==> config.mk <==
export PLATFORM = sky130hd
export DESIGN_NAME = gha_front
export DESIGN_NICKNAME = d
export VERILOG_FILES = /design/src/gha_pkg.sv /design/src/gha_front.sv
export SDC_FILE = /design/constraint.sdc
export NUM_CORES = 1
export LEC_CHECK = 0
export BUFFER_PORTS_ARGS = -buffer_cell sky130_fd_sc_hd__buf_2
export CAP_MARGIN = 30
export CORE_UTILIZATION = 41
export CTS_CLUSTER_SIZE = 20
export DETAILED_ROUTE_END_ITERATION = 8
export GPL_ROUTABILITY_DRIVEN = 0
export PLACE_DENSITY = 0.7
export REMOVE_ABC_BUFFERS = 1
export SKIP_LAST_GASP = 1
export SLEW_MARGIN = 20
export SYNTH_ARGS = -nofsm -noshare
export SYNTH_HDL_FRONTEND = slang
export SYNTH_SLANG_ARGS = --single-unit
==> constraint.sdc <==
create_clock -name clk -period 3.05 [get_ports clk]
set_input_delay 0.61 -clock clk [delete_from_list [all_inputs] [get_ports clk]]
set_output_delay 0.61 -clock clk [all_outputs]
set_load 0.03 [all_outputs]
==> src/gha_pkg.sv <==
// ----------------------------------------------------------------------------
// gha_pkg
// Shared types and constants for the generational handle allocator.
// ----------------------------------------------------------------------------
package gha_pkg;

  localparam int SLOT_COUNT = 1024;
  localparam int GEN_W      = 16;
  localparam int IDX_W      = $clog2(SLOT_COUNT);
  localparam int PTR_W      = IDX_W + 1;
  localparam int CNT_W      = PTR_W;
  localparam int Q_DEPTH    = 2;
  localparam int Q_PTR_W    = $clog2(Q_DEPTH);
  localparam int Q_CNT_W    = $clog2(Q_DEPTH + 1);
  localparam int PADDR_W    = 3;

  localparam logic [PTR_W-1:0] NULL_PTR       = PTR_W'(SLOT_COUNT);
  localparam logic [CNT_W-1:0] SLOT_LIMIT_RST = CNT_W'(1024);
  localparam logic [GEN_W-1:0] GEN_LIMIT_RST  = GEN_W'(65535);

  localparam logic [1:0] CMD_CREATE   = 2'd0;
  localparam logic [1:0] CMD_DESTROY  = 2'd1;
  localparam logic [1:0] CMD_CONTAINS = 2'd2;
  localparam logic [1:0] CMD_CLEAR    = 2'd3;

  localparam logic [1:0] STS_OK       = 2'd0;
  localparam logic [1:0] STS_NOT_LIVE = 2'd1;
  localparam logic [1:0] STS_LIMIT    = 2'd2;

  localparam logic REG_SLOT_LIMIT = 1'b0;
  localparam logic REG_GEN_LIMIT  = 1'b1;

  typedef enum logic [1:0] {
    OP_CREATE,
    OP_DESTROY,
    OP_CONTAINS,
    OP_CLEAR
  } op_t;

  typedef enum logic [1:0] {
    BK_IDLE,
    BK_EXEC,
    BK_CLR_RD,
    BK_CLR_WR
  } bk_state_t;

  typedef struct packed {
    logic [1:0]       command;
    logic [IDX_W-1:0] handle_index;
    logic [GEN_W-1:0] handle_generation;
  } in_item_t;

  typedef struct packed {
    logic [1:0]       status;
    logic [IDX_W-1:0] new_index;
    logic [GEN_W-1:0] new_generation;
    logic [CNT_W-1:0] live_count;
  } out_item_t;

  typedef struct packed {
    op_t              op;
    logic [IDX_W-1:0] idx;
    logic [GEN_W-1:0] gen;
  } q_entry_t;

  typedef struct packed {
    logic [GEN_W-1:0] gen;
    logic             occ;
    logic             ret;
    logic [PTR_W-1:0] next;
  } slot_t;

  typedef struct packed {
    logic [CNT_W-1:0] slot_limit;
    logic [GEN_W-1:0] gen_limit;
  } cfg_t;

endpackage

==> src/gha_front.sv <==
// ----------------------------------------------------------------------------
// gha_front
// Accepts command beats, decodes them and queues them for the back end.
// ----------------------------------------------------------------------------
module gha_front (
  input  logic              clk,
  input  logic              rst_n,
  input  logic              in_valid,
  output logic              in_ready,
  input  gha_pkg::in_item_t in_data,
  output logic              q_valid,
  input  logic              q_ready,
  output gha_pkg::q_entry_t q_data
);
  import gha_pkg::*;

  q_entry_t             entry_r [Q_DEPTH];
  logic [Q_PTR_W-1:0]   wr_ptr_r, wr_ptr_nxt;
  logic [Q_PTR_W-1:0]   rd_ptr_r, rd_ptr_nxt;
  logic [Q_CNT_W-1:0]   count_r, count_nxt;
  q_entry_t             dec;
  logic                 push, pop;

  always_comb begin
    dec.idx = in_data.handle_index;
    dec.gen = in_data.handle_generation;
    case (in_data.command)
      CMD_CREATE:   dec.op = OP_CREATE;
      CMD_DESTROY:  dec.op = OP_DESTROY;
      CMD_CONTAINS: dec.op = OP_CONTAINS;
      CMD_CLEAR:    dec.op = OP_CLEAR;
      default:      dec.op = OP_CLEAR;
    endcase
  end

  assign in_ready = (count_r != Q_CNT_W'(Q_DEPTH));
  assign q_valid  = (count_r != '0);
  assign q_data   = entry_r[rd_ptr_r];
  assign push     = in_valid && in_ready;
  assign pop      = q_valid && q_ready;

  always_comb begin
    wr_ptr_nxt = wr_ptr_r;
    rd_ptr_nxt = rd_ptr_r;
    count_nxt  = count_r;
    if (push) begin
      wr_ptr_nxt = (wr_ptr_r == Q_PTR_W'(Q_DEPTH - 1)) ? '0 : wr_ptr_r + 1'b1;
    end
    if (pop) begin
      rd_ptr_nxt = (rd_ptr_r == Q_PTR_W'(Q_DEPTH - 1)) ? '0 : rd_ptr_r + 1'b1;
    end
    if (push && !pop) begin
      count_nxt = count_r + 1'b1;
    end else if (pop && !push) begin
      count_nxt = count_r - 1'b1;
    end
  end

  always_ff @(posedge clk) begin
    if (!rst_n) begin
      wr_ptr_r <= '0;
      rd_ptr_r <= '0;
      count_r  <= '0;
    end else begin
      wr_ptr_r <= wr_ptr_nxt;
      rd_ptr_r <= rd_ptr_nxt;
      count_r  <= count_nxt;
    end
  end

  always_ff @(posedge clk) begin
    if (push) begin
      entry_r[wr_ptr_r] <= dec;
    end
  end

`ifndef ASSERT_OFF
  a_count_range: assert property (@(posedge clk) disable iff (!rst_n)
    count_r <= Q_CNT_W'(Q_DEPTH))
    else $error("queue count out of range");
  a_ptr_gap: assert property (@(posedge clk) disable iff (!rst_n)
    (count_r == '0 || count_r == Q_CNT_W'(Q_DEPTH)) |-> (wr_ptr_r == rd_ptr_r))
    else $error("queue pointers disagree with count");
  a_push_pop: assert property (@(posedge clk) disable iff (!rst_n)
    (push && !pop) |=> (count_r == $past(count_r) + 1'b1))
    else $error("queue count missed a push");
`endif

endmodule

==> flow_summary_export.csv <==
group,metric,value,unit
run,maxCapViolCount,0,
logic_synthesis,syn_inst,113,
worst_setup_path,crit_chain,"buf_4 -> mux2_2 -> buf_2",
die,rows,26,
detailed_routing,dr.first_iter.drc_count,45,
die,die_h,76.36,um
worst_setup_path,slowest_delay,0.56,ns
cts,numCtsBuffers,9,
cts,clk_pin_slew,0.06,ns
detailed_routing,drcViolationCount,0,
timing,worstMarginPinSlew,0.4006,ns
worst_setup_path,crit_slowest_cell,"dfxtp_1",
timing,maxSlewHeadroom,0.7326,
logic_synthesis,synth_seq_area_share,0.7859,
detailed_routing,ant_nets,0,
die,start_util,0.4356,
timing,hold_violations,0,
die,die_area,0.005831,sq mm
finish,drive_gt1_frac,0.5691,
power,finalPower,2433,uW
worst_setup_path,r2r-end,"count_r[1]",
timing,final-setup-viol-count,0,
placed_design,hpwlAfterDp,2453,um
placed_design,portBuffers,61,
global_routing,grt_pass1_wl,5802,um
logic_synthesis,avgSynthCellArea,20.06,sq um
logic_synthesis,netlist_area,0.002267,sq mm
finish,area_delta_synth_final,23.90,%
cts,cts_root_buf,"clkbuf_8",
detailed_routing,wire_per_inst,14.40,um
placed_design,postPlaceCellArea,0.002655,sq mm
status,status,"completed",
cts,cts_tree,"yes",
logic_synthesis,async_flop_share,0,
hold_path,min_from,"in_data[6]",
timing,finClkSkew,0.007840,ns
logic_synthesis,synth_cell_type_count,21,
logic_synthesis,ys_seq_elements,61,
die,die_w,76.36,um
logic_synthesis,synth-main-ff-cell,"edfxtp_1",
cts,numClockSinks,61,
hold_path,min_path_type,"in -> reg",
cts,cts_buffer_depth,2,
global_routing,grt_pass1_vias,1227,
finish,design_area,0.002809,sq mm
worst_setup_path,cp-end-kind,"output pin",
global_routing,antenna_found_initial,0,
power,peakVddDrop,0.4805,mV
timing,holdWs,0.4783,ns
cts,cts_hold_buf,0,
hold_path,min_to,"entry_r[0][6]",
worst_setup_path,cp.required,2.44,ns
cts,ctsResizeCount,0,
cts,htree_levels,3,
worst_setup_path,ff2ff_path_depth,5,
cts,post_cts.repair.setup_buffers,0,
die,io_pins,62,
hold_path,worstHoldPathCells,1,
global_routing,grt_max_degree,29,
worst_setup_path,cp.arrival,1.78,ns
detailed_routing,wl,3716,um
timing,fmax,417.8,MHz
timing,final_max_slew_viol_count,0,
worst_setup_path,critPathKind,"reg -> out",
power,p_leak,0.001067,uW
timing,finalCritPeriodShare,0.7848,
detailed_routing,vias,1225,
worst_setup_path,reg2reg_from,"count_r[0]",
logic_synthesis,synth_edf_count,56,
logic_synthesis,ys_warn_count,0,
timing,fin_crit,2.394,ns
timing,final.setup.tns,0,ns
finish,diodes,0,
worst_setup_path,crit_path_start_kind,"flop",
global_routing,grt_overflow_total,0,
timing,rsz0062_at_grt,"no",
detailed_routing,vias_per_cell,4.748,
worst_setup_path,worstPathMaxFanout,19,
global_routing,grt.total_usage,0.1364,
power,cellPowerDensity,866.1,mW/mm^2
worst_setup_path,rrSetupSlack,1.42,ns
die,design.core.area,0.005205,sq mm
finish,fin_nets,216,
cts,clock_latency,0.31,ns
detailed_routing,first_pass_iters,4,
==> area by class of cell <==
cell class	count	area (sq um)
sequential	61	1782
clock inverter	4	18.77
inverter	1	3.754
fill	447	2396
tap	70	87.58
clock buffer	12	135.1
multi-input combinational	46	454.2
timing repair buffer	64	327.8
==> metrics by stage <==
stage | worst slack [ns] | cells | utilization
6_report | 0.6563 | 258 | 0.5397
4_1_cts | 0.6139 | 258 | 0.5397
5_1_grt | 0.5220 | 258 | 0.5397
3_5_place_dp | 0.9755 | 242 | 0.5101
2_1_floorplan | 1.070 | 108 | -
3_3_place_gp | 0.9892 | 242 | 0.5101
==> cells in the mapped netlist, types with 2 or more instances <==
| master | n | area share |
|---|---|---|
| buf_4 | 2 | 0.0066 |
| mux2_2 | 28 | 0.14 |
| clkbuf_1 | 2 | 0.0033 |
| dfxtp_1 | 5 | 0.044 |
| xnor2_1 | 2 | 0.0077 |
| edfxtp_1 | 56 | 0.74 |
| and2_1 | 4 | 0.011 |
==> worst max-delay path by stage <==
stage               slack, ns  start         end  cells after the start
detailed placement       0.98   flop   q_data[7]                      3
global route             0.52   flop  q_data[12]                      3
global placement         0.99   flop   q_data[5]                      3
finish                   0.66   flop   q_data[7]                      3
CTS                      0.61   flop   q_data[7]                      3
floorplan                1.07   flop   q_data[0]                      1
==> logic make-up after synthesis <==
kind of cell,synth area share
compound gates,0.01545
xor+xnor,0.01159
fa+ha+maj,0.005518
buf+inv,0.01379
flops,0.7859
mux,0.1391
simple gates,0.02870
==> layout by cell type (no fill, tap or decap), types with 2 or more instances in the layout <==
cell type,instances
buf_2,61
edfxtp_1,56
mux2_2,28
clkbuf_8,9
dfxtp_1,5
and2_1,4
clkinv_2,3
clkbuf_1,3
buf_4,3
xnor2_1,2
==> per-layer routing <==
layer,GRT usage,vias to the layer above,share of wire
met4,0.07692,0,0.016
met2,0.2297,48,0.51
li1,-,570,-
met5,0,-,0
met3,0.04551,8,0.058
met1,0.1511,599,0.42
==> flip-flops by register name, summed over array words and instances (netlist names), named ones only <==
| signal | count |
|---|---|
| rd_ptr_r | 1 |
| wr_ptr_r | 1 |
| count_r | 2 |
| entry_r | 56 |
==> critical path: cells and delay by family, from the launching register on <==
kind     cells  cell delay [ns]
mux          1             0.37
flops        1             0.56
buf+inv      2             0.53
==> report_power, final <==
| part | leakage [uW] | switching (uW) | internal (uW) |
|---|---|---|---|
| Sequential | 0.000564 | 54.9 | 1050 |
| Clock | 0.0000816 | 269 | 288 |
| Combinational | 0.000421 | 480 | 292 |
No activity file was read; power rests on OpenSTA's default activity.
